### config.mk
export PLATFORM = sky130hd
export DESIGN_NAME = sensor_packet_descrambler_flat
export DESIGN_NICKNAME = d
export VERILOG_FILES = /design/src/hw/rtl/spd_pkg.sv /design/src/hw/rtl/spd_if.sv /design/src/hw/rtl/sensor_packet_descrambler.sv /design/src/hw/rtl/spd_unpack.sv /design/src/flat_wrapper.sv
export VERILOG_INCLUDE_DIRS = /design/src /design/src/hw/rtl
export SDC_FILE = /design/constraint.sdc
export NUM_CORES = 1
export LEC_CHECK = 0
export ABC_AREA = 1
export BUFFER_PORTS_ARGS = -buffer_cell sky130_fd_sc_hd__buf_2
export CAP_MARGIN = 30
export CORE_ASPECT_RATIO = 1.25
export CORE_MARGIN = 2
export CORE_UTILIZATION = 36
export DETAILED_ROUTE_END_ITERATION = 8
export RECOVER_POWER = 50
export SLEW_MARGIN = 25
export SYNTH_ARGS = -nofsm -noshare
export SYNTH_HDL_FRONTEND = slang
export SYNTH_SLANG_ARGS = --single-unit
### constraint.sdc
create_clock -name clk -period 4.5 [get_ports clk]
set_input_delay 0.45 -clock clk [delete_from_list [all_inputs] [get_ports clk]]
set_output_delay 0.45 -clock clk [all_outputs]
set_load 0.05 [all_outputs]
### src/hw/rtl/sensor_packet_descrambler_macros.svh
// assertion macros for the sensor packet descrambler
`ifndef SENSOR_PACKET_DESCRAMBLER_MACROS_SVH
`define SENSOR_PACKET_DESCRAMBLER_MACROS_SVH

// same-cycle implication, disabled during reset
`define SPD_ASSERT_NOW(lbl, ante, cons, msg) \
  lbl: assert property (@(posedge clk) disable iff (!rst_n) (ante) |-> (cons)) \
    else $error(msg);

// next-cycle implication, disabled during reset
`define SPD_ASSERT_NEXT(lbl, ante, cons, msg) \
  lbl: assert property (@(posedge clk) disable iff (!rst_n) (ante) |=> (cons)) \
    else $error(msg);

`endif

### src/hw/rtl/spd_pkg.sv
// shared types and constants for the sensor packet descrambler
`timescale 1ns / 1ps

package spd_pkg;

  localparam logic [3:0] POS_FIRST    = 4'd1;
  localparam logic [3:0] POS_LAST     = 4'd8;
  localparam logic [3:0] POS_IDLE     = 4'd9;
  localparam logic [7:0] SCRAMBLE_ADD = 8'h24;
  localparam logic [6:0] TEMP_HIGH_MASK = 7'h7F;

  localparam logic [2:0] GRP_SERIAL    = 3'd4;
  localparam logic [2:0] GRP_TEMP_HIGH = 3'd5;
  localparam logic [2:0] GRP_TEMP_LOW  = 3'd6;

  typedef logic [7:0]  byte_t;
  typedef logic [14:0] temp_t;
  typedef logic [2:0]  grp_t;

  // status of one unpacked group
  typedef struct packed {
    byte_t pk;
    byte_t dk;
    logic  parity_bad;
  } spd_unpack_t;

endpackage

### src/hw/rtl/spd_if.sv
// request channels of the sensor packet descrambler
`timescale 1ns / 1ps

interface spd_in_if;
  logic           valid;
  logic           ready;
  spd_pkg::byte_t raw_byte;
  logic           start_req;

  modport source (output valid, output raw_byte, output start_req, input ready);
  modport sink   (input valid, input raw_byte, input start_req, output ready);
endinterface

interface spd_out_if;
  logic           valid;
  logic           ready;
  logic           parity_error;
  spd_pkg::byte_t serial;
  spd_pkg::temp_t temperature;
  spd_pkg::byte_t humidity;

  modport source (output valid, output parity_error, output serial,
                  output temperature, output humidity, input ready);
  modport sink   (input valid, input parity_error, input serial,
                  input temperature, input humidity, output ready);
endinterface

### src/hw/rtl/sensor_packet_descrambler.sv
// top level of the sensor packet descrambler
// a request is registered in the input stage, then processed; the result of byte 8
// is registered in the result register, which holds it until the sink takes it
// throughput: one byte per cycle, set by the single input register stage
// the input stalls only when byte 8 waits on a still-full result register
// reset: synchronous active-low rst_n empties both stages, position goes idle
`timescale 1ns / 1ps
`include "sensor_packet_descrambler_macros.svh"

module sensor_packet_descrambler (
  input  logic            clk,
  input  logic            rst_n,
  spd_in_if.sink          in_ch,
  spd_out_if.source       out_ch
);

  // input register stage
  logic           s1_valid_r;
  spd_pkg::byte_t s1_raw_r;
  logic           s1_start_r;

  // packet state
  logic [3:0]     pos_r, pos_nxt;
  spd_pkg::byte_t prev_raw_r;
  spd_pkg::byte_t prev_data_r;
  logic           parity_failed_r, parity_failed_nxt;
  spd_pkg::byte_t serial_hold_r;
  logic [6:0]     temp_high_hold_r;
  spd_pkg::byte_t temp_low_hold_r;

  // result register
  logic           out_valid_r;
  logic           out_parity_error_r;
  spd_pkg::byte_t out_serial_r;
  spd_pkg::temp_t out_temperature_r;
  spd_pkg::byte_t out_humidity_r;

  logic                 pos_active;
  logic                 s1_emits;
  logic                 out_free;
  logic                 s1_go;
  logic                 in_take;
  spd_pkg::grp_t        grp;
  spd_pkg::spd_unpack_t unp;

  // group index is position minus one, wraps 8 to 7 in three bits
  assign grp = pos_r[2:0] - 3'd1;

  spd_unpack u_unpack (
    .prev_raw  (prev_raw_r),
    .prev_data (prev_data_r),
    .raw       (s1_raw_r),
    .grp       (grp),
    .res       (unp)
  );

  // position 1..8 is inside a packet; 9 and unused codes act as idle
  always_comb begin
    pos_active = pos_r inside {[spd_pkg::POS_FIRST:spd_pkg::POS_LAST]};
  end

  // only the last byte of a packet produces a result
  assign s1_emits = !s1_start_r && (pos_r == spd_pkg::POS_LAST);
  assign out_free = !out_valid_r || out_ch.ready;
  assign s1_go    = s1_valid_r && (!s1_emits || out_free);
  assign in_take  = in_ch.valid && in_ch.ready;

  // the input stage frees up whenever its byte moves on
  assign in_ch.ready = !s1_valid_r || s1_go;

  always_ff @(posedge clk) begin
    if (!rst_n) begin
      s1_valid_r <= 1'b0;
    end else if (in_ch.ready) begin
      s1_valid_r <= in_ch.valid;
    end
  end

  always_ff @(posedge clk) begin
    if (in_take) begin
      s1_raw_r   <= in_ch.raw_byte;
      s1_start_r <= in_ch.start_req;
    end
  end

  // next position and sticky parity flag
  always_comb begin
    pos_nxt           = pos_r;
    parity_failed_nxt = parity_failed_r;
    if (s1_start_r) begin
      pos_nxt           = spd_pkg::POS_FIRST;
      parity_failed_nxt = 1'b0;
    end else if (pos_active) begin
      parity_failed_nxt = parity_failed_r | unp.parity_bad;
      if (pos_r == spd_pkg::POS_LAST) begin
        pos_nxt = spd_pkg::POS_IDLE;
      end else begin
        pos_nxt = pos_r + 4'd1;
      end
    end
  end

  always_ff @(posedge clk) begin
    if (!rst_n) begin
      pos_r           <= spd_pkg::POS_IDLE;
      parity_failed_r <= 1'b0;
    end else if (s1_go) begin
      pos_r           <= pos_nxt;
      parity_failed_r <= parity_failed_nxt;
    end
  end

  // previous bytes feed the next group's unpack and descramble
  always_ff @(posedge clk) begin
    if (!rst_n) begin
      prev_raw_r  <= '0;
      prev_data_r <= '0;
    end else if (s1_go) begin
      if (s1_start_r) begin
        prev_raw_r  <= s1_raw_r;
        prev_data_r <= '0;
      end else if (pos_active) begin
        prev_raw_r  <= s1_raw_r;
        prev_data_r <= unp.pk;
      end
    end
  end

  // hold the descrambled fields until the packet completes
  always_ff @(posedge clk) begin
    if (s1_go && !s1_start_r && pos_active) begin
      case (grp)
        spd_pkg::GRP_SERIAL:    serial_hold_r    <= unp.dk;
        spd_pkg::GRP_TEMP_HIGH: temp_high_hold_r <= unp.dk[6:0] & spd_pkg::TEMP_HIGH_MASK;
        spd_pkg::GRP_TEMP_LOW:  temp_low_hold_r  <= unp.dk;
        default: ;
      endcase
    end
  end

  // result register, loaded by byte 8, drained by the sink
  always_ff @(posedge clk) begin
    if (!rst_n) begin
      out_valid_r <= 1'b0;
    end else if (s1_go && s1_emits) begin
      out_valid_r <= 1'b1;
    end else if (out_ch.ready) begin
      out_valid_r <= 1'b0;
    end
  end

  always_ff @(posedge clk) begin
    if (s1_go && s1_emits) begin
      out_parity_error_r <= parity_failed_nxt;
      if (parity_failed_nxt) begin
        out_serial_r      <= '0;
        out_temperature_r <= '0;
        out_humidity_r    <= '0;
      end else begin
        out_serial_r      <= serial_hold_r;
        out_temperature_r <= {temp_high_hold_r, temp_low_hold_r};
        out_humidity_r    <= unp.dk;
      end
    end
  end

  assign out_ch.valid        = out_valid_r;
  assign out_ch.parity_error = out_parity_error_r;
  assign out_ch.serial       = out_serial_r;
  assign out_ch.temperature  = out_temperature_r;
  assign out_ch.humidity     = out_humidity_r;

  // checks
  `SPD_ASSERT_NOW(a_pos_range, 1'b1, (pos_r >= spd_pkg::POS_FIRST) && (pos_r <= spd_pkg::POS_IDLE), "byte position out of range")
  `SPD_ASSERT_NOW(a_no_overwrite, out_valid_r && !out_ch.ready, !(s1_go && s1_emits), "result overwritten before taken")
  `SPD_ASSERT_NEXT(a_error_zero, s1_go && s1_emits && parity_failed_nxt, out_valid_r && out_parity_error_r && (out_serial_r == '0) && (out_humidity_r == '0), "error result not zeroed")

endmodule

### src/hw/rtl/spd_unpack.sv
// unpacks one 9-bit group, checks its parity and descrambles it
`timescale 1ns / 1ps

module spd_unpack (
  input  spd_pkg::byte_t      prev_raw,
  input  spd_pkg::byte_t      prev_data,
  input  spd_pkg::byte_t      raw,
  input  spd_pkg::grp_t       grp,
  output spd_pkg::spd_unpack_t res
);

  logic [15:0]    pair;
  logic [15:0]    pair_shifted;
  logic [3:0]     shamt;
  logic [2:0]     par_idx;
  spd_pkg::byte_t pk;
  logic           par;

  assign pair         = {prev_raw, raw};
  assign shamt        = 4'd8 - {1'b0, grp};
  assign pair_shifted = pair >> shamt;
  assign pk           = pair_shifted[7:0];
  assign par_idx      = 3'd7 - grp;
  assign par          = raw[par_idx];

  always_comb begin
    res.pk         = pk;
    res.parity_bad = (^pk) ^ par;
    res.dk         = (prev_data + spd_pkg::SCRAMBLE_ADD) ^ pk;
  end

endmodule

### src/flat_wrapper.sv
// flat-port wrapper written by rule: the top's interface ports become plain ports
module sensor_packet_descrambler_flat 
  (clk, rst_n, in_ch_valid, in_ch_raw_byte, in_ch_start_req, in_ch_ready, out_ch_valid, out_ch_parity_error, out_ch_serial, out_ch_temperature, out_ch_humidity, out_ch_ready);
  spd_in_if in_ch_i ();
  spd_out_if out_ch_i ();
  input  logic clk;
  input  logic rst_n;
  input wire logic [$bits(in_ch_i.valid)-1:0] in_ch_valid;
  input wire logic [$bits(in_ch_i.raw_byte)-1:0] in_ch_raw_byte;
  input wire logic [$bits(in_ch_i.start_req)-1:0] in_ch_start_req;
  output wire logic [$bits(in_ch_i.ready)-1:0] in_ch_ready;
  output wire logic [$bits(out_ch_i.valid)-1:0] out_ch_valid;
  output wire logic [$bits(out_ch_i.parity_error)-1:0] out_ch_parity_error;
  output wire logic [$bits(out_ch_i.serial)-1:0] out_ch_serial;
  output wire logic [$bits(out_ch_i.temperature)-1:0] out_ch_temperature;
  output wire logic [$bits(out_ch_i.humidity)-1:0] out_ch_humidity;
  input wire logic [$bits(out_ch_i.ready)-1:0] out_ch_ready;
  assign in_ch_i.valid = in_ch_valid;
  assign in_ch_i.raw_byte = in_ch_raw_byte;
  assign in_ch_i.start_req = in_ch_start_req;
  assign in_ch_ready = in_ch_i.ready;
  assign out_ch_valid = out_ch_i.valid;
  assign out_ch_parity_error = out_ch_i.parity_error;
  assign out_ch_serial = out_ch_i.serial;
  assign out_ch_temperature = out_ch_i.temperature;
  assign out_ch_humidity = out_ch_i.humidity;
  assign out_ch_i.ready = out_ch_ready;
  sensor_packet_descrambler u_core (.clk(clk), .rst_n(rst_n), .in_ch(in_ch_i), .out_ch(out_ch_i));
endmodule
* Word level (Yosys, flattened, before mapping)
Cells that the tools add are included.
** Cells by class
- Multipliers :: 0
- Eq/ne operators :: 4
- Muxes and demuxes :: 13
- Reductions and logical operators :: 21
- $add $sub $neg :: 5
- Shift operators :: 1
- Bitwise logic cells :: 3
- Div/mod/pow operators :: 0
- Order comparisons :: 3
** Operators with widths (count)
- 2-to-1 mux 8 bit :: 4
- >> shifter 16 x 4 -> 8 bit :: 1
- 2-to-1 mux 4 bit :: 3
- equality test 3 bit, second input constant :: 3
- adder 8 x 6 -> 8 bit, second input constant :: 1
- AND reduction 2 bit :: 4
- XOR reduction 8 bit :: 1
- XOR 8 bit :: 1
- logical AND 1 bit :: 7
- 2-to-1 mux 1 bit :: 5
- adder 4 x 1 -> 4 bit, second input constant :: 1
- equality test 4 bit, second input constant :: 1
- greater-or-equal comparator 4 x 1 -> 1 bit, second input constant :: 1
- less-or-equal comparator 4 bit, second input constant :: 1
- logical NOT 1 bit :: 4
- less-than comparator 3 x 4 -> 1 bit, second input constant :: 1
- nonzero test 2 bit :: 2
- subtractor 4 x 3 -> 4 bit, first input constant :: 1
- binary-select mux 1 bit (select 3 bit) :: 1
- logical OR 1 bit :: 3
- subtractor 3 x 1 -> 3 bit, second input constant :: 1
- subtractor 3 bit, first input constant :: 1
- OR 1 bit :: 1
- XOR 1 bit :: 1
** Word-level totals
- RAM bits :: 0
- Bits in latches :: 0
- Output and inout port bits :: 34
- Logic and storage cells :: 65
- Register bits :: 87
- Input bits :: 13
- Memories :: 0
- ROM bits :: 0

* Longest topological paths before layout
- Depth after elaboration :: 8
- Mapped depth :: 26
- Mapped depth without buffers :: 23

* Cells and area by module
A second synthesis with hierarchy kept.
** Second synthesis, totals
- Cells, all modules :: 520
- Area, all modules :: 4662.0 sq um
** By module, submodules not included
- sensor_packet_descrambler :: area each 3475.8 sq um, cells each 293, instances 1
- spd_unpack :: area each 1186.1 sq um, cells each 227, instances 1

* Worst setup path before layout
Ideal clock, no wire load.
- Path type :: reg2reg
- Start :: register u_core.pos_r[0]
- End :: register u_core.out_humidity_r[7], in the netlist u_core.out_ch.humidity[7], data pin
- Arrival time :: 2.864 ns
- Path buffers :: 4
- Clock period less this slack :: 3.118 ns
- Path slack :: 1.382 ns
- Cell stages (with the launch flop) :: 25
- Data required time :: 4.247 ns
- Cells stage by stage :: dfxtp_1 -> inv_2 -> buf_4 -> ha_1 -> inv_1 -> nand2_1 -> nand2_4 -> ha_1 -> buf_2 -> inv_1 -> buf_2 -> nand3_1 -> nand3_1 -> nand2_2 -> inv_1 -> nand2_1 -> nand2_1 -> nand2_1 -> nand3_2 -> nand3_1 -> nand2_1 -> nand2_2 -> nand2_4 -> buf_6 -> nor2_2
** Between the ends
- Word-level cells in the longest chain between the ends :: 8
- Elaborated cells between the ends (all ways) :: 15
- Classes of those cells :: add/sub (3); order compare (2); shift (1); mux (4); bitwise (3); reduce/logical (2)
** Ends and longest elaborated chain
- from (decl) :: RTL line sensor_packet_descrambler.sv:23 : logic [3:0] pos_r, pos_nxt;
- from (signal assigned) :: RTL line sensor_packet_descrambler.sv:105 : pos_r <= spd_pkg::POS_IDLE;
- from (signal assigned) :: RTL line sensor_packet_descrambler.sv:108 : pos_r <= pos_nxt;
- subtractor 3 x 1 -> 3 bit :: RTL line sensor_packet_descrambler.sv:47 : assign grp = pos_r[2:0] - 3'd1;
- subtractor 4 x 3 -> 4 bit or subtractor 3 bit (tied branches) :: RTL line spd_unpack.sv:20, spd_unpack.sv:23
- >> shifter 16 x 4 -> 8 bit or binary-select mux 1 bit (select 3 bit) (tied branches) :: RTL line spd_unpack.sv:21, spd_unpack.sv:24
- XOR reduction 8 bit or 2-to-1 mux 1 bit (tied branches) :: RTL line spd_unpack.sv:28, spd_unpack.sv:24
- XOR 1 bit :: RTL line spd_unpack.sv:28 : res.parity_bad = (^pk) ^ par;
- OR 1 bit :: RTL line sensor_packet_descrambler.sv:94 : parity_failed_nxt = parity_failed_r | unp.parity_bad;
- 2-to-1 mux 1 bit :: RTL line sensor_packet_descrambler.sv:93 : end else if (pos_active) begin
- 2-to-1 mux 1 bit :: RTL line sensor_packet_descrambler.sv:90 : if (s1_start_r) begin
- to (signal assigned) :: RTL line sensor_packet_descrambler.sv:162 : out_humidity_r <= unp.dk;
- to (decl) :: RTL line sensor_packet_descrambler.sv:36 : spd_pkg::byte_t out_humidity_r;
Parallel ways exist; a longest one is shown, timed or not. The select of a mux whose other input is x is not followed.
A chain may end at the register's enable or synchronous reset.

* Final worst setup path
- Start :: register u_core.pos_r[0]
- End :: register u_core.out_serial_r[7], in the netlist u_core.out_ch.serial[7], data pin
** Between the ends
- Word-level cells in the longest chain between the ends :: 8
- Elaborated cells between the ends (all ways) :: 14
- Classes of those cells :: add/sub (3); order compare (2); shift (1); mux (4); bitwise (2); reduce/logical (2)
** Ends and longest elaborated chain
- subtractor 3 x 1 -> 3 bit :: RTL line sensor_packet_descrambler.sv:47
- subtractor 4 x 3 -> 4 bit or subtractor 3 bit (tied branches) :: RTL line spd_unpack.sv:20, spd_unpack.sv:23
- >> shifter 16 x 4 -> 8 bit or binary-select mux 1 bit (select 3 bit) (tied branches) :: RTL line spd_unpack.sv:21, spd_unpack.sv:24
- XOR reduction 8 bit or 2-to-1 mux 1 bit (tied branches) :: RTL line spd_unpack.sv:28, spd_unpack.sv:24
- XOR 1 bit :: RTL line spd_unpack.sv:28
- OR 1 bit :: RTL line sensor_packet_descrambler.sv:94
- 2-to-1 mux 1 bit (*) :: RTL line sensor_packet_descrambler.sv:93
- 2-to-1 mux 1 bit (*) :: RTL line sensor_packet_descrambler.sv:90
- to (signal assigned) :: RTL line sensor_packet_descrambler.sv:160 : out_serial_r <= serial_hold_r;
- to (decl) :: RTL line sensor_packet_descrambler.sv:34 : spd_pkg::byte_t out_serial_r;
Mark *: on every way between the ends. The rest lies on a longest branch, timed or not. The select of a mux whose other input is x is not followed.

==> impl_metrics.toml <==
[cts]
cts_sinks = 87
h-tree-depth = 3
cts_setup_buffers = 0
root_buffer = "clkbuf_16"
clkTransAtPathRegs_ns = 0.07
cts_buffer_depth = 2
numCtsBuffers = 9
clkLatencyLatePin_ns = 0.35
tritoncts = "yes"
ctsResizeCount = 0
cts_hold_buffers = 0

[sta]
finalHoldViolations = 0
fin_skew_ns = 0.00857
fin_crit_sh_pct = 80.1
worst_slew_pin_slew_ns = 1.18
final_max_slew_viol_count = 0
slew_headroom_pct = 21.3
layout_min_cycle_time_ns = 3.60
fmax_mhz = 277
finalSetupTns_ns = 0
rsz0062_at_grt = "false"
setup_viol = 0

[synthesis]
yosysTopAreaCell = "edfxtp_1"
synthCells = 485
synth_most_common_cell = "nand2_1"
syn_area_um2 = 4360
yosysUniqueCellTypes = 30
async_flop_share_pct = 0
syn_nets = 506
synth_edf_count = 64
yosys-top-cells-count = "125 x nand2_1, 70 x nand3_1, 64 x edfxtp_1"
ys_ff_latch = 87
ys_top_cells_by_area = "edfxtp_1 44%, nand2_1 11%, dfxtp_1 11%"
synthFlopType = "edfxtp_1"
synth_top_cell_area_share_pct = 44.1
ys_warn_count = 0
syn_area_per_cell_um2 = 8.99
ys_seq_area_share_pct = 54.6

[global_routing]
first_global_vias = 3020
grt_overflow_total = 0
antenna_found_initial = 0
track_usage_pct = 13.9
grt_start_max_net_pins = 34
grt_pass1_wl_um = 14000

[cells_and_area]
drive_above_1_share_pct = 14.6
diodes = 0
nNetsFinal = 550
fin_util_pct = 42.3
area_delta_synth_final_pct = 13.7

[min_path]
holdPathEnd = "u_core.s1_start_r"
hold_depth = 1
worstHoldPathType = "primary input to register"
worstHoldStart = "in_ch_start_req"

[power]
p_switching_mw = 0.490
p_leak_nw = 2.11
p_sw_share_pct = 26.8
clock_power_share_pct = 40.2
intPower_mw = 1.34
p_per_area_nw_per_um2 = 369
peakVddDrop_mv = 0.273
power.share.combinational_pct = 11.2
seqPwrFrac_pct = 48.6

[die]
die_x_um = 102
die_h_um = 127
pin_count = 47
die_area_um2 = 13000
rows = 44
floorplan.initialDensity_pct = 37.2
core_um2 = 11700

[route]
route.met2.wl_um = 4320
ant_nets = 0
drt-wirelength-per-cell_um = 12.3
vias = 3213
drc = 0
drtPass1Iterations = 4
wl_met1_um = 3630
routed_wl_um = 8530
drt_iter0_markers = 112
via_per_inst = 4.62
wl_met3_um = 325
top_layer = "met4"

[critical_path]
slowest_stage = "nand2_4"
max_stage_delay_ns = 0.41
worst_setup_path_end_kind = "register"
reg2regPathDepth = 23
path_common_cell = "nand2_1"
worstPathMaxFanout = 32
cp-start-kind = "register"
required_ns = 4.58
timing.rr.start = "u_core.pos_r[0]"
critPathArrivalTime_ns = 3.69
path_class = "register to register"
crit_chain = "inv_2, ha_1, inv_1, nand2_1, nand2_4, ha_1, buf_4, inv_1, nand3_1, nand2_1, nand2_1, nand2_1, inv_2, nand2_1, nand2_1, nand2_1, nand3_2, nand2_1, nand2_1, nand2_1, nand2_2, nand2_4, nor2_1"
reg2reg_slack_ns = 0.90
rr_endpoint = "u_core.out_ch.serial[7]"

[flow_run]
drv_cap = 0

[placement]
gp_congestion = 0.867
io_buffers = 46
dp_hpwl_um = 6340

[status]
status = "finished clean"
==> per-stage QoR <==
step / worst slack [ns] / total power, mW / cell area (um^2) / hold WS [ns] / cells
6_report: 0.895 / 1.83 / 4960 / 0.280 / 695
5_1_grt: 0.494 / 1.90 / 4960 / 0.275 / 695
4_1_cts: 0.874 / 1.85 / 5000 / 0.267 / 695
3_5_place_dp: 0.894 / 1.11 / 4710 / 0.467 / 679
3_3_place_gp: 0.973 / 1.11 / 4710 / 0.460 / 679
2_1_floorplan: 1.38 / 1.07 / 4360 / 0.444 / 485
==> metal layers <==
metal	global-route usage (%)	vias to the layer above
li1	-	1659
met1	16.0	1457
met2	24.0	78
met3	3.06	19
met4	6.67	0
met5	0	-
==> area by class of cell <==
| type | count | area, um^2 |
|---|---|---|
| clock buffer | 9 | 225 |
| clock inverter | 7 | 70.1 |
| fill | 1152 | 6770 |
| inverter | 66 | 248 |
| multi-input combinational | 315 | 1620 |
| sequential | 87 | 2380 |
| tap | 161 | 201 |
| timing repair buffer | 50 | 214 |
==> cell usage in the layout, fill, tap and decap left out, types with 2 or more instances in the layout <==
cell type  instances
clkbuf_16          9
ha_1               8
nor2_4             4
nor2_2            26
nand3_1           70
inv_8              4
nor2_1            21
inv_2              6
a21oi_1           19
nand2_2            5
buf_2             12
xor2_1             9
o21ai_0           10
nand2_1          125
nand2_4            2
xnor2_1            4
dfxtp_1           23
edfxtp_1          64
inv_1             60
nand3_2            2
buf_4              3
clkbuf_1          35
nor3_1             2
==> critical path, delay by kind of cell, from the launching register on <==
kind | cells | cell delay, ns
buffers and inverters | 5 | 0.87
adder cells (fa/ha/maj) | 2 | 0.51
flip-flops | 1 | 0.32
AND/OR/NAND/NOR | 16 | 1.62
==> sequential cells by signal (all words and copies together) (netlist names) <==
signal and cells:
u_core.out_ch.temperature 15, u_core.prev_raw_r 8, u_core.out_ch.parity_error 1, u_core.parity_failed_r 1, u_core.s1_valid_r 1, u_core.temp_high_hold_r 7
u_core.prev_data_r 8, u_core.out_ch.serial 8, u_core.pos_r 4, u_core.serial_hold_r 8, u_core.out_ch.humidity 8, u_core.s1_raw_r 8
u_core.temp_low_hold_r 8, u_core.s1_start_r 1, u_core.out_ch.valid 1
==> kinds of logic (layout without fill, tap and decap cells) <==
kind of cell    count (synthesis)  after routing  synth area share [%]
flops                          87             87                  54.6
fa+ha+maj                       8              8                  2.29
compound gates                 34             34                  4.25
xor+xnor                       13             13                  2.61
simple gates                  260            260                  27.9
buf+inv                        83            132                  8.29
==> worst max path at each step <==
stage / from / end / slack (ns) / cells after the start
2_1_floorplan: u_core.pos_r[0] / u_core.out_ch.humidity[7] / 1.38 / 24
3_3_place_gp: u_core.pos_r[0] / u_core.out_ch.temperature[14] / 0.97 / 23
3_5_place_dp: u_core.pos_r[0] / u_core.out_ch.serial[7] / 0.89 / 23
4_1_cts: u_core.pos_r[0] / u_core.out_ch.serial[7] / 0.87 / 23
5_1_grt: u_core.pos_r[0] / u_core.out_ch.serial[7] / 0.49 / 23
6_report: u_core.pos_r[0] / u_core.out_ch.serial[7] / 0.90 / 23
==> power groups by stage <==
stage	clock network [mW]	registers (mW)	logic [mW]
6_report	0.735	0.890	0.204
5_1_grt	0.777	0.891	0.236
4_1_cts	0.754	0.889	0.207
3_5_place_dp	0	0.907	0.206
3_3_place_gp	0	0.907	0.204
2_1_floorplan	0	0.906	0.166
(Power assumes the default switching activity.)
